===== src/kct_pkg.sv =====
// ----------------------------------------------------------------------------
// kct_pkg
// Shared sizes, codes and controller/datapath interface types for the
// sorted k-mer count table.
// ----------------------------------------------------------------------------
`default_nettype none

package kct_pkg;

  // table geometry
  localparam int unsigned TABLE_ENTRIES = 4096;
  localparam int unsigned COUNT_SETS    = 4;
  localparam int unsigned COUNT_BITS    = 16;

  localparam int unsigned KEY_W     = 64;
  localparam int unsigned IDX_W     = (TABLE_ENTRIES > 2) ? $clog2(TABLE_ENTRIES) : 1;
  localparam int unsigned USED_W    = IDX_W + 1;
  localparam int unsigned SET_IDX_W = (COUNT_SETS > 1) ? $clog2(COUNT_SETS) : 1;

  // fixed port field widths
  localparam int unsigned CMD_W      = 2;
  localparam int unsigned SET_W      = 2;
  localparam int unsigned OUT_CNT_W  = 16;
  localparam int unsigned OUT_IDX_W  = 12;
  localparam int unsigned STATUS_W   = 2;

  localparam logic [COUNT_BITS-1:0] CNT_MAX  = {COUNT_BITS{1'b1}};
  localparam logic [USED_W-1:0]     USED_MAX = USED_W'(TABLE_ENTRIES);

  typedef logic [COUNT_BITS-1:0] count_t;
  typedef count_t [COUNT_SETS-1:0] count_row_t;

  // request command codes
  typedef enum logic [CMD_W-1:0] {
    CMD_LOAD  = 2'd0,
    CMD_COUNT = 2'd1,
    CMD_QUERY = 2'd2,
    CMD_CLEAR = 2'd3
  } kct_cmd_t;

  // result status codes
  typedef enum logic [STATUS_W-1:0] {
    ST_OK    = 2'd0,
    ST_ORDER = 2'd1,
    ST_FULL  = 2'd2
  } kct_status_t;

  // read address source
  typedef enum logic {
    RA_MID,
    RA_LAST
  } kct_rd_sel_t;

  // binary search bound update
  typedef enum logic [1:0] {
    SR_HOLD,
    SR_INIT,
    SR_STEP
  } kct_srch_op_t;

  // count memory write operation
  typedef enum logic [1:0] {
    CW_NONE,
    CW_BUMP,
    CW_INIT,
    CW_ZERO
  } kct_cnt_wop_t;

  // count memory write address source
  typedef enum logic [1:0] {
    WA_LO,
    WA_LAST,
    WA_USED,
    WA_CLR
  } kct_wr_sel_t;

  // result kind loaded into the output register
  typedef enum logic [2:0] {
    RES_ZERO,
    RES_ORDER,
    RES_FULL,
    RES_LOAD_NEW,
    RES_LOAD_REP,
    RES_HIT
  } kct_res_t;

  // controller to datapath commands
  typedef struct packed {
    logic         cap_in;
    logic         rd_en;
    kct_rd_sel_t  rd_sel;
    kct_srch_op_t srch_op;
    logic         key_we;
    kct_cnt_wop_t cnt_wop;
    kct_wr_sel_t  wr_sel;
    logic         used_inc;
    logic         clr_init;
    logic         clr_inc;
    logic         res_load;
    kct_res_t     res_kind;
  } kct_ctl_t;

  // datapath to controller status
  typedef struct packed {
    logic srch_more;
    logic hit;
    logic used_zero;
    logic last_eq;
    logic last_lt;
    logic full;
    logic clr_more;
    logic is_count;
    logic set_ok;
  } kct_stat_t;

endpackage

`default_nettype wire


===== src/kct_ctrl.sv =====
// ----------------------------------------------------------------------------
// kct_ctrl
// Request sequencer of the k-mer count table: load decision, binary search
// steps, clear sweep and output register handshake.
// ----------------------------------------------------------------------------
`default_nettype none

module kct_ctrl import kct_pkg::*; (
  input  wire logic             clk,
  input  wire logic             rst_n,
  input  wire logic             in_valid,
  output logic                  in_stall,
  input  wire logic [CMD_W-1:0] in_command,
  output logic                  out_valid,
  input  wire logic             out_stall,
  output kct_ctl_t              ctl,
  input  wire kct_stat_t        stat
);

  typedef enum logic [4:0] {
    S_IDLE = 5'b00001,
    S_SRCH = 5'b00010,
    S_CHK  = 5'b00100,
    S_LOAD = 5'b01000,
    S_CLR  = 5'b10000
  } state_t;

  state_t state_r, state_nxt;
  logic   out_valid_r, out_valid_nxt;
  logic   accept, out_free;

  assign in_stall  = (state_r != S_IDLE);
  assign accept    = in_valid && !in_stall;
  assign out_free  = !out_valid_r || !out_stall;
  assign out_valid = out_valid_r;

  // next state and datapath commands
  always_comb begin
    state_nxt    = state_r;
    ctl.cap_in   = 1'b0;
    ctl.rd_en    = 1'b0;
    ctl.rd_sel   = RA_MID;
    ctl.srch_op  = SR_HOLD;
    ctl.key_we   = 1'b0;
    ctl.cnt_wop  = CW_NONE;
    ctl.wr_sel   = WA_LO;
    ctl.used_inc = 1'b0;
    ctl.clr_init = 1'b0;
    ctl.clr_inc  = 1'b0;
    ctl.res_load = 1'b0;
    ctl.res_kind = RES_ZERO;
    unique case (state_r)
      S_IDLE: begin
        if (accept) begin
          ctl.cap_in = 1'b1;
          unique case (kct_cmd_t'(in_command)) inside
            CMD_LOAD: begin
              ctl.rd_en  = 1'b1;
              ctl.rd_sel = RA_LAST;
              state_nxt  = S_LOAD;
            end
            CMD_COUNT, CMD_QUERY: begin
              ctl.srch_op = SR_INIT;
              ctl.rd_en   = 1'b1;
              // empty table has nothing to search
              state_nxt   = stat.used_zero ? S_CHK : S_SRCH;
            end
            CMD_CLEAR: begin
              ctl.clr_init = 1'b1;
              state_nxt    = S_CLR;
            end
            default: begin
            end
          endcase
        end
      end
      // one halving per cycle, last read lands on the lower bound
      S_SRCH: begin
        ctl.srch_op = SR_STEP;
        ctl.rd_en   = 1'b1;
        if (!stat.srch_more) begin
          state_nxt = S_CHK;
        end
      end
      S_CHK: begin
        if (out_free) begin
          ctl.res_load = 1'b1;
          state_nxt    = S_IDLE;
          if (stat.hit) begin
            ctl.res_kind = RES_HIT;
            if (stat.is_count && stat.set_ok) begin
              ctl.cnt_wop = CW_BUMP;
              ctl.wr_sel  = WA_LO;
            end
          end
        end
      end
      // compare against the last loaded key
      S_LOAD: begin
        if (out_free) begin
          ctl.res_load = 1'b1;
          state_nxt    = S_IDLE;
          if (!stat.used_zero && stat.last_eq) begin
            ctl.res_kind = RES_LOAD_REP;
            ctl.cnt_wop  = CW_BUMP;
            ctl.wr_sel   = WA_LAST;
          end else if (!stat.used_zero && stat.last_lt) begin
            ctl.res_kind = RES_ORDER;
          end else if (stat.full) begin
            ctl.res_kind = RES_FULL;
          end else begin
            ctl.res_kind = RES_LOAD_NEW;
            ctl.key_we   = 1'b1;
            ctl.cnt_wop  = CW_INIT;
            ctl.wr_sel   = WA_USED;
            ctl.used_inc = 1'b1;
          end
        end
      end
      // zero one set, one entry per cycle
      S_CLR: begin
        if (stat.clr_more) begin
          ctl.cnt_wop = CW_ZERO;
          ctl.wr_sel  = WA_CLR;
          ctl.clr_inc = 1'b1;
        end else if (out_free) begin
          ctl.res_load = 1'b1;
          ctl.res_kind = RES_ZERO;
          state_nxt    = S_IDLE;
        end
      end
      default: begin
        state_nxt = S_IDLE;
      end
    endcase
  end

  // output valid flag
  always_comb begin
    if (ctl.res_load) begin
      out_valid_nxt = 1'b1;
    end else if (!out_stall) begin
      out_valid_nxt = 1'b0;
    end else begin
      out_valid_nxt = out_valid_r;
    end
  end

  always_ff @(posedge clk) begin
    if (!rst_n) begin
      state_r     <= S_IDLE;
      out_valid_r <= 1'b0;
    end else begin
      state_r     <= state_nxt;
      out_valid_r <= out_valid_nxt;
    end
  end

endmodule

`default_nettype wire


===== config.mk =====
export PLATFORM = sky130hd
export DESIGN_NAME = kct_ctrl
export DESIGN_NICKNAME = d
export VERILOG_FILES = /design/src/kct_pkg.sv /design/src/kct_ctrl.sv
export SDC_FILE = /design/constraint.sdc
export NUM_CORES = 1
export LEC_CHECK = 0
export BUFFER_PORTS_ARGS = -buffer_cell sky130_fd_sc_hd__buf_2
export CELL_PAD_IN_SITES_DETAIL_PLACEMENT = 2
export CELL_PAD_IN_SITES_GLOBAL_PLACEMENT = 2
export CORE_MARGIN = 4
export CORE_UTILIZATION = 21
export DETAILED_ROUTE_END_ITERATION = 10
export PLACE_DENSITY = 0.87
export SETUP_SLACK_MARGIN = 0.5
export SLEW_MARGIN = 10
export SYNTH_ARGS = -nofsm -noshare
export SYNTH_HDL_FRONTEND = slang
export SYNTH_SLANG_ARGS = --single-unit

===== constraint.sdc =====
create_clock -name clk -period 1.9 [get_ports clk]
set_input_delay 0 -clock clk [delete_from_list [all_inputs] [get_ports clk]]
set_output_delay 0 -clock clk [all_outputs]
set_load 0.01 [all_outputs]

=== After elaboration in Yosys (flattened, before gate mapping) ===
Index checks and enable logic that the tools add are counted.

* Register bits: 6
* Output and inout bits: 19
* Word-level logic and storage cells: 74
* Bits of input ports: 15

* Equal/unequal tests: 14
* Reductions and logical operators: 14
* Multiplexer cells: 44

{| class="wikitable"
|+ Operators by type and width
! cell !! count
|-
| 4-bit two-way mux || 8
|-
| 5-bit two-way mux || 5
|-
| 4-bit one-hot mux with 3 select lines || 2
|-
| 5-bit one-hot mux with 4 select lines || 1
|-
| 6-bit two-way mux || 3
|-
| 1-bit two-way mux || 17
|-
| 3-bit two-way mux || 5
|-
| 5-bit one-hot mux with 3 select lines || 1
|-
| 2-bit != test (second input constant) || 3
|-
| 5-bit by 1-bit equality test with 1-bit output (second input constant) || 1
|-
| 5-bit by 2-bit equality test with 1-bit output (second input constant) || 1
|-
| 5-bit by 3-bit equality test with 1-bit output (second input constant) || 1
|-
| 5-bit by 4-bit equality test with 1-bit output (second input constant) || 1
|-
| 5-bit equality test (second input constant) || 1
|-
| 5-bit by 1-bit != test with 1-bit output (second input constant) || 1
|-
| 2-bit equality test (second input constant) || 2
|-
| 1-bit logical AND || 4
|-
| 1-bit logical NOT || 4
|-
| 4-bit by 3-bit != test with 1-bit output (second input constant) || 1
|-
| 2-bit one-hot mux with 2 select lines || 1
|-
| 4-bit AND reduction || 1
|-
| 2-bit OR reduction || 2
|-
| 3-bit OR reduction || 1
|-
| 2-bit by 1-bit equality test with 1-bit output (second input constant) || 1
|-
| other kinds (4) || 4
|}

=== Longest topological paths before layout ===
Gate-level depths: netlist (run 1).

* Depth in word-level cells: 7
* Depth in mapped cells: 7
* Gate-level depth less buffers: 6

=== Worst setup path before layout (run 1) ===
OpenSTA, ideal clock, no wires.

* Path kind: register -> register
* From: reg state_r[2]
* To: reg state_r[4]
* Period minus slack after synthesis: 1617 ps
* Slack: 283 ps
* Arrival: 1500 ps
* Path buffers: 1
* Data required time: 1783 ps
* Cell stages (with the launch flop): 8
* Library setup time: 117 ps
* Path through: dfxtp_1 > nor2_2 > and3_1 > buf_6 > inv_4 > o21ai_1 > or3b_1 > a22o_1

* Word-level cells in the longest chain between the ends: 5
* Elaborated cells on any way between the ends: 15
* Classes of those cells: eq/ne (10); mux (1); reduce/logical (4)

{| class="wikitable"
|+ Ends and longest elaborated chain
! element !! RTL line !! source
|-
| from (decl) || kct_ctrl.sv:28 || <nowiki>state_t state_r, state_nxt;</nowiki>
|-
| from (signal assigned) || kct_ctrl.sv:154 || <nowiki>state_r <= state_nxt;</nowiki>
|-
| 5-bit by 1-bit != test with 1-bit output || kct_ctrl.sv:32 || <nowiki>assign in_stall = (state_r != S_IDLE);</nowiki>
|-
| net in_stall || kct_ctrl.sv:12 || <nowiki>output logic in_stall,</nowiki>
|-
| 1-bit logical NOT || kct_ctrl.sv:33 || <nowiki>assign accept = in_valid && !in_stall;</nowiki>
|-
| 1-bit logical AND || kct_ctrl.sv:33 ||
|-
| 2-bit != test (no line) || n/a ||
|-
| 4-bit AND reduction (no line) || n/a ||
|}

The timed path passes the listed nets, and every way through them passes these cells.
A chain may end at the register's enable or synchronous reset.

=== Worst setup path after layout (run 1) ===
* From: reg state_r[3]
* To: reg state_r[1]

* Word-level cells in the longest chain between the ends: 5
* Elaborated cells on any way between the ends: 15
* Classes of those cells: eq/ne (10); mux (1); reduce/logical (4)

{| class="wikitable"
|+ Ends and longest elaborated chain
! element !! RTL line
|-
| 5-bit by 1-bit != test with 1-bit output || kct_ctrl.sv:32
|-
| 1-bit logical NOT || kct_ctrl.sv:33
|-
| 1-bit logical AND || kct_ctrl.sv:33
|-
| 2-bit != test (no line) || n/a
|-
| 4-bit AND reduction (no line) || n/a
|}

Parallel ways exist; a longest one is shown, timed or not.

==> results.txt, run 1 <==
Share of post-route cells with drive strength above 1: 0.634
Max_slew headroom: 0.800
Total wirelength of the detailed-routed design: 2750 um
GRT overflow: 0
Via-to-Cell Ratio: 4.93
Port buffer count: 33
Reg-to-reg slack, setup: 0.11 ns
Number of violations of the max-capacitance limit: 0
Post-route ant nets: 0
Clock slew at the register clock pins of the worst setup and hold paths: 0.05 ns
Outcome: completed
Post-synth top area cell: sky130_fd_sc_hd__dfxtp_1
Flops & latches, synth: 6
Lkg Pwr: 0.000572 uW
Critical path fanouts, max: 7
CTS Sinks: 6
Die area: 0.00385 mm2
Ys Warns: 0
Period utilisation layout: 0.943
Critical path endpoint category: flip-flop
Mapped Avg Cell Area: 7.30 um2
Final setup violation count: 0
Routed vias: 799
Final hold violation count: 0
Worst path arrival time: 1.98 ns
Initial antenna violation count: 0
Setup Skew: 0.0106 ns
Count of pins on the block boundary: 34
Final cell count without fillers: 162
Net count of the finished layout: 152
Proportion of synthesized flip-flops having asynchronous set or reset: 0
Number of buffers added to fix hold violations after cts: 0
First-pass GRT wire length: 3900 um
Area of the placeable core: 0.00278 mm2
Fraction of synthesized cell area taken by the top area cell type: 0.196
Cell area power density: 578 mW/mm2
Data required time of the worst path: 2.09 ns
Worst Setup Start Kind: flip-flop
Critical Path Source: state_r[3]
Number of enable flip-flop cells after synthesis: 0
Number of remaining DRC errors: 0
Final critical-path required period: 1.79 ns
Hold/Removal Path Class: input port to flip-flop
Largest net degree at the start of global routing: 10
Worst skew pair latency: 0.25 ns
Die extent in x: 62.0 um
TritonCTS buffer count: 3
Detailed-route wire length per cell: 17.0 um
Peak supply drop: 0.245 mV
Total Routing Usage GR: 0.140
Initial standard-cell utilization of the core: 0.220
Cells on Worst Hold Path: 2
Origin of the worst min-delay path: rst_n
Number of cells traversed by the worst register-to-register path: 6
Antenna cells: 0
Source of the worst register-to-register timing path: state_r[3]
Drt first pass iters: 3
Vias in the first global route: 867
Worst-margin pin slew: 0.297 ns
Count of different cell masters after synthesis: 37
DRT iter0 DRCs: 7
Post-Syn Area: 613 um2
Crit Reg-Reg Endpoint: state_r[1]
Maximum frequency from static timing analysis: 558 MHz
Depth of the CTS H-tree: 1
Core Rows: 19
Post-synth top flop: sky130_fd_sc_hd__dfxtp_1
Termination of the worst setup path: state_r[1]
Detail Placement HPWL: 1810 um
Sequential share of the synthesized area: 0.196
Fin Setup TNS: 0 ns
Mapped Cells: 84
Syn-to-layout area delta: 80.8%
Setup repair after global routing missed its margin: true
Critical path class: flip-flop to flip-flop
Post-placement cell count: 142
Cell at the root of the clock tree: sky130_fd_sc_hd__clkbuf_4
Cells taking the most area after synthesis: sky130_fd_sc_hd__dfxtp_1 (20%), sky130_fd_sc_hd__ha_1 (8.2%), sky130_fd_sc_hd__and3_1 (5.1%)
TritonCTS clock tree: built
Vert. Die Dim: 62.0 um
GP Congestion: 0.786
Syn_nets: 103
Count of final max-slew check failures: 0
CTS max path bufs: 2
[critical path: stages (launching register included)]
cell                      delay [ns]
sky130_fd_sc_hd__dfxtp_4        0.37
sky130_fd_sc_hd__nor2_4         0.13
sky130_fd_sc_hd__and3_4         0.22
sky130_fd_sc_hd__inv_4          0.04
sky130_fd_sc_hd__or4b_1         0.46
sky130_fd_sc_hd__o31ai_1        0.32
sky130_fd_sc_hd__and2_1         0.20
[timing repair]
action,4_1_cts,5_1_grt
endpoints found under the setup margin,20,20
gates cloned,0,0
resized for setup,20,30
setup buffers,11,6
pin swaps,9,12
[cells in the mapped netlist, types with 2 or more instances]
| cell | n |
|---|---|
| sky130_fd_sc_hd__nand2_1 | 8 |
| sky130_fd_sc_hd__nor2_1 | 5 |
| sky130_fd_sc_hd__o31ai_1 | 2 |
| sky130_fd_sc_hd__nand2b_1 | 2 |
| sky130_fd_sc_hd__ha_1 | 4 |
| sky130_fd_sc_hd__buf_4 | 3 |
| sky130_fd_sc_hd__and2_1 | 4 |
| sky130_fd_sc_hd__o21ai_0 | 6 |
| sky130_fd_sc_hd__and2b_1 | 2 |
| sky130_fd_sc_hd__inv_1 | 6 |
| sky130_fd_sc_hd__a21oi_1 | 4 |
| sky130_fd_sc_hd__nor2_2 | 2 |
| sky130_fd_sc_hd__dfxtp_1 | 6 |
| sky130_fd_sc_hd__mux2i_1 | 2 |
| sky130_fd_sc_hd__and3_1 | 5 |
| sky130_fd_sc_hd__nand3_1 | 2 |
[power breakdown]
part	switching [uW]	internal, uW
combinational	161	200
sequential	20.3	138
clock	49.5	71.7
total	231	410
[cell families (layout without fill, tap and decap cells)]
| group | after synthesis | after routing | share of synthesized area |
|---|---|---|---|
| AOI/OAI and AO/OA | 19 | 19 | 0.196 |
| adders and majority gates | 4 | 4 | 0.0816 |
| buffers and inverters | 13 | 60 | 0.114 |
| DFF | 6 | 6 | 0.196 |
| muxes | 2 | 2 | 0.0327 |
| and+or+nand+nor | 40 | 40 | 0.380 |
[sequential cells by signal, summed over array words and instances, names as in the netlist]
register   flops
out_valid      1
state_r        5
[metrics by stage]
step	power (uW)	setup WS, ns	util	area, um2	hold slack [ns]
after global routing	690	0.0330	0.399	1110	0.0539
after detailed placement	361	0.0782	0.281	781	0.279
after floorplan	301	0.313	-	618	0.0549
after global placement	347	0.217	0.281	781	0.273
final	641	0.109	0.399	1110	0.0420
after CTS	536	0.253	0.341	947	0.0348
[how the worst min path moves through the flow]
| stage | endpoint | slack [ns] |
|---|---|---|
| detailed placement | ctl[6] | 0.28 |
| finish | state_r[0] | 0.04 |
| global placement | ctl[6] | 0.27 |
| CTS | state_r[0] | 0.03 |
| global route | state_r[0] | 0.05 |
| floorplan | ctl[6] | 0.05 |
[cell usage in the layout (no fill, tap or decap), types with 3 or more instances in the layout]
| cell type | n |
|---|---|
| sky130_fd_sc_hd__buf_2 | 27 |
| sky130_fd_sc_hd__buf_6 | 13 |
| sky130_fd_sc_hd__buf_4 | 10 |
| sky130_fd_sc_hd__nand2_1 | 7 |
| sky130_fd_sc_hd__inv_1 | 5 |
| sky130_fd_sc_hd__and3_4 | 4 |
| sky130_fd_sc_hd__ha_1 | 4 |
| sky130_fd_sc_hd__nor2_4 | 3 |
| sky130_fd_sc_hd__and2_1 | 3 |
| sky130_fd_sc_hd__nor2_1 | 3 |
| sky130_fd_sc_hd__clkbuf_4 | 3 |
| sky130_fd_sc_hd__dfxtp_4 | 3 |
[layout make-up]
| class | instances | area (um2) |
|---|---|---|
| Clock buffer | 3 | 22.5 |
| Fill cell | 326 | 1670 |
| Inverter | 7 | 28.8 |
| Multi-Input combinational cell | 65 | 528 |
| Sequential cell | 6 | 134 |
| Tap cell | 31 | 38.8 |
| Timing Repair Buffer | 50 | 357 |
[layer usage]
layer  share of wire  GRT usage
met5               0          0
met2            0.55      0.272
met1            0.38      0.141
met4          0.0076     0.0455
met3           0.062     0.0393
Power figures use the tool's default switching activity.
==> run 2, diff against run 1 <==
PLACE_DENSITY = not set   (was 0.87)
PLACE_DENSITY_LB_ADDON = 0.2   (was not set)
==> run 2 against run 1 <==
Via count decreased by 8.0%. Critical endpoint is now state_r[4]. Maximum frequency is 8.6% higher. Clock power barely moved. Largest power group unchanged. Critical path depth unchanged. Power decreased by 15%. Die area unchanged. Worst hold slack got worse by 0.014 ns. Register-to-register slack improved by 0.14 ns. Wire length is 18% lower. Count of clock-buffer cells in the layout unchanged. Non-clock buffer count fell by 7. First-iteration DRC count shrank 29%.
==> results.txt, run 2 (synthesized netlist as in run 1, its figures left out) <==
First-pass GRT wire length: 3600 um (was 3900 um)
Leading cell type in the layout, fill and taps excluded: sky130_fd_sc_hd__buf_2 (unchanged)
DRT iter0 DRCs: 5 (was 7)
Port buffer count: 33 (unchanged)
Met2 track demand over resource in global routing: 0.231 (was 0.272)
Detailed-route wire length per cell: 14.6 um (was 17.0 um)
Final hold violation count: 0 (unchanged)
Antenna cells: 0 (unchanged)
Detail Placement HPWL: 1810 um (about the same)
Worst Setup Start Kind: flip-flop (unchanged)
Final setup violation count: 0 (unchanged)
Multi-input logic area: 527 um2 (was 528 um2)
Peak supply drop: 0.227 mV (was 0.245 mV)
Crit path max-delay family: simple AND/OR/NAND/NOR gates (unchanged)
Worst-margin pin slew: 0.250 ns (was 0.297 ns)
Most Crowded Layer GR: met2 (unchanged)
Number of buffers added to fix hold violations after cts: 0 (unchanged)
Worst skew pair latency: 0.25 ns (about the same)
Critical path cell sequence: buf_4, and2b_1, nand4b_1, o21ai_1, or3b_4, a22o_1 (was nor2_4, and3_4, inv_4, or4b_1, o31ai_1, and2_1)
DP Area: 781 um2 (unchanged)
GP Congestion: 0.694 (was 0.786)
Max_slew headroom: 0.832 (was 0.800)
Vert. Die Dim: 62.0 um (unchanged)
Setup Skew: 0.00160 ns (was 0.0106 ns)
Most used cells in the layout excluding fill and tap cells: sky130_fd_sc_hd__buf_2 (31), sky130_fd_sc_hd__buf_4 (9), sky130_fd_sc_hd__nand2_1 (7) (was sky130_fd_sc_hd__buf_2 (27), sky130_fd_sc_hd__buf_6 (13), sky130_fd_sc_hd__buf_4 (10))
Total Routing Usage GR: 0.129 (was 0.140)
Crit-path max cell delay: 0.44 ns (was 0.46 ns)
Drt first pass iters: 4 (was 3)
Critical path endpoint category: flip-flop (unchanged)
Number of remaining DRC errors: 0 (unchanged)
Worst path arrival time: 1.79 ns (was 1.98 ns)
Number of violations of the max-capacitance limit: 0 (unchanged)
Period utilisation layout: 0.868 (was 0.943)
Syn-to-layout area delta: 64.5% (was 80.8%)
Core Rows: 19 (unchanged)
Total wirelength of the detailed-routed design: 2270 um (was 2750 um)
TritonCTS buffer count: 3 (unchanged)
Post-route ant nets: 0 (unchanged)
Number of buffer and inverter stages on the critical path: 1 (unchanged)
Count of final max-slew check failures: 0 (unchanged)
Depth of the CTS H-tree: 1 (unchanged)
GRT overflow: 0 (unchanged)
Cell at the root of the clock tree: sky130_fd_sc_hd__clkbuf_4 (unchanged)
Die area: 0.00385 mm2 (unchanged)
CTS max path bufs: 2 (unchanged)
Hold/Removal Path Class: input port to flip-flop (unchanged)
Outcome: completed (unchanged)
Final critical-path required period: 1.65 ns (was 1.79 ns)
Largest net degree at the start of global routing: 10 (unchanged)
Vias in the first global route: 820 (was 867)
Maximum frequency from static timing analysis: 606 MHz (was 558 MHz)
Routed vias: 735 (was 799)
Count of pins on the block boundary: 34 (unchanged)
Area of the placeable core: 0.00278 mm2 (unchanged)
Post-Layout Inst Area: 0.00101 mm2 (was 0.00111 mm2)
Cell area power density: 541 mW/mm2 (was 578 mW/mm2)
Footprint of the flip-flops and latches: 135 um2 (was 134 um2)
Fraction of met3 tracks used by global routing: 0.0351 (was 0.0393)
TritonCTS clock tree: built (unchanged)
Clock slew at the register clock pins of the worst setup and hold paths: 0.04 ns (was 0.05 ns)
Data required time of the worst path: 2.04 ns (was 2.09 ns)
Largest register by flop count: state_r (unchanged)
Initial antenna violation count: 0 (unchanged)
Critical path fanouts, max: 5 (was 7)
Fin Setup TNS: 0 ns (unchanged)
Max FFs per register: 5 (unchanged)
Initial standard-cell utilization of the core: 0.220 (unchanged)
Critical path class: flip-flop to flip-flop (unchanged)
Setup repair after global routing missed its margin: true (unchanged)
Lkg Pwr: 0.000525 uW (was 0.000572 uW)
Share of post-route cells with drive strength above 1: 0.581 (was 0.634)
Die extent in x: 62.0 um (unchanged)
CTS Sinks: 6 (unchanged)
Via-to-Cell Ratio: 4.74 (was 4.93)
Routing usage on met1: 0.134 (was 0.141)
Worst Hold Margin: 0.0277 ns (was 0.0420 ns)
Net count of the finished layout: 145 (was 152)
Number of fill cells: 322 (was 326)
Worst-path cell with the longest stage delay: sky130_fd_sc_hd__or3b_4 (was sky130_fd_sc_hd__or4b_1)
run 2: area by class of cell:
type | instances | share of cell area
Multi-Input combinational cell | 65 | 0.522
Timing Repair Buffer | 43 | 0.254
Sequential cell | 6 | 0.134
Tap cell | 31 | 0.0385
Inverter | 7 | 0.0285
Clock buffer | 3 | 0.0223
run 2: path summary, 6_finish.rpt:
| check | from | endpoint | slack [ns] | depth (start not counted) |
|---|---|---|---|---|
| setup / recovery | state_r[4] | state_r[4] | 0.25 | 6 |
| hold reg to reg | out_valid | out_valid | 0.52 | 2 |
| setup reg to reg | state_r[4] | state_r[4] | 0.25 | 6 |
| hold / removal | rst_n | state_r[0] | 0.03 | 2 |
run 2: power breakdown:
group	switching (uW)	internal, uW
registers	18.1	137
clock network	47.4	71.5
logic	140	132
total	205	340
run 2: through the flow:
stage                     power [uW]  instances   util  setup WS, ns
after detailed placement         362        142  0.281         0.122
after floorplan                  301         84      -         0.313
final                            545        155  0.363         0.250
after global routing             587        155  0.363         0.182
after CTS                        531        151  0.324         0.264
after global placement           356        142  0.281         0.173
run 2: timing repair:
action / CTS / global route
gates resized for setup: 19 / 18
cloned: 0 / 0
pin swaps: 7 / 5
endpoints found under the setup margin: 20 / 20
buffers inserted: 6 / 4
run 2: per-layer routing:
metal  vias up  wire length, um
met5         -                0
met4         0               40
met3         4              139
met2        23             1240
met1       339              848
li1        369                -
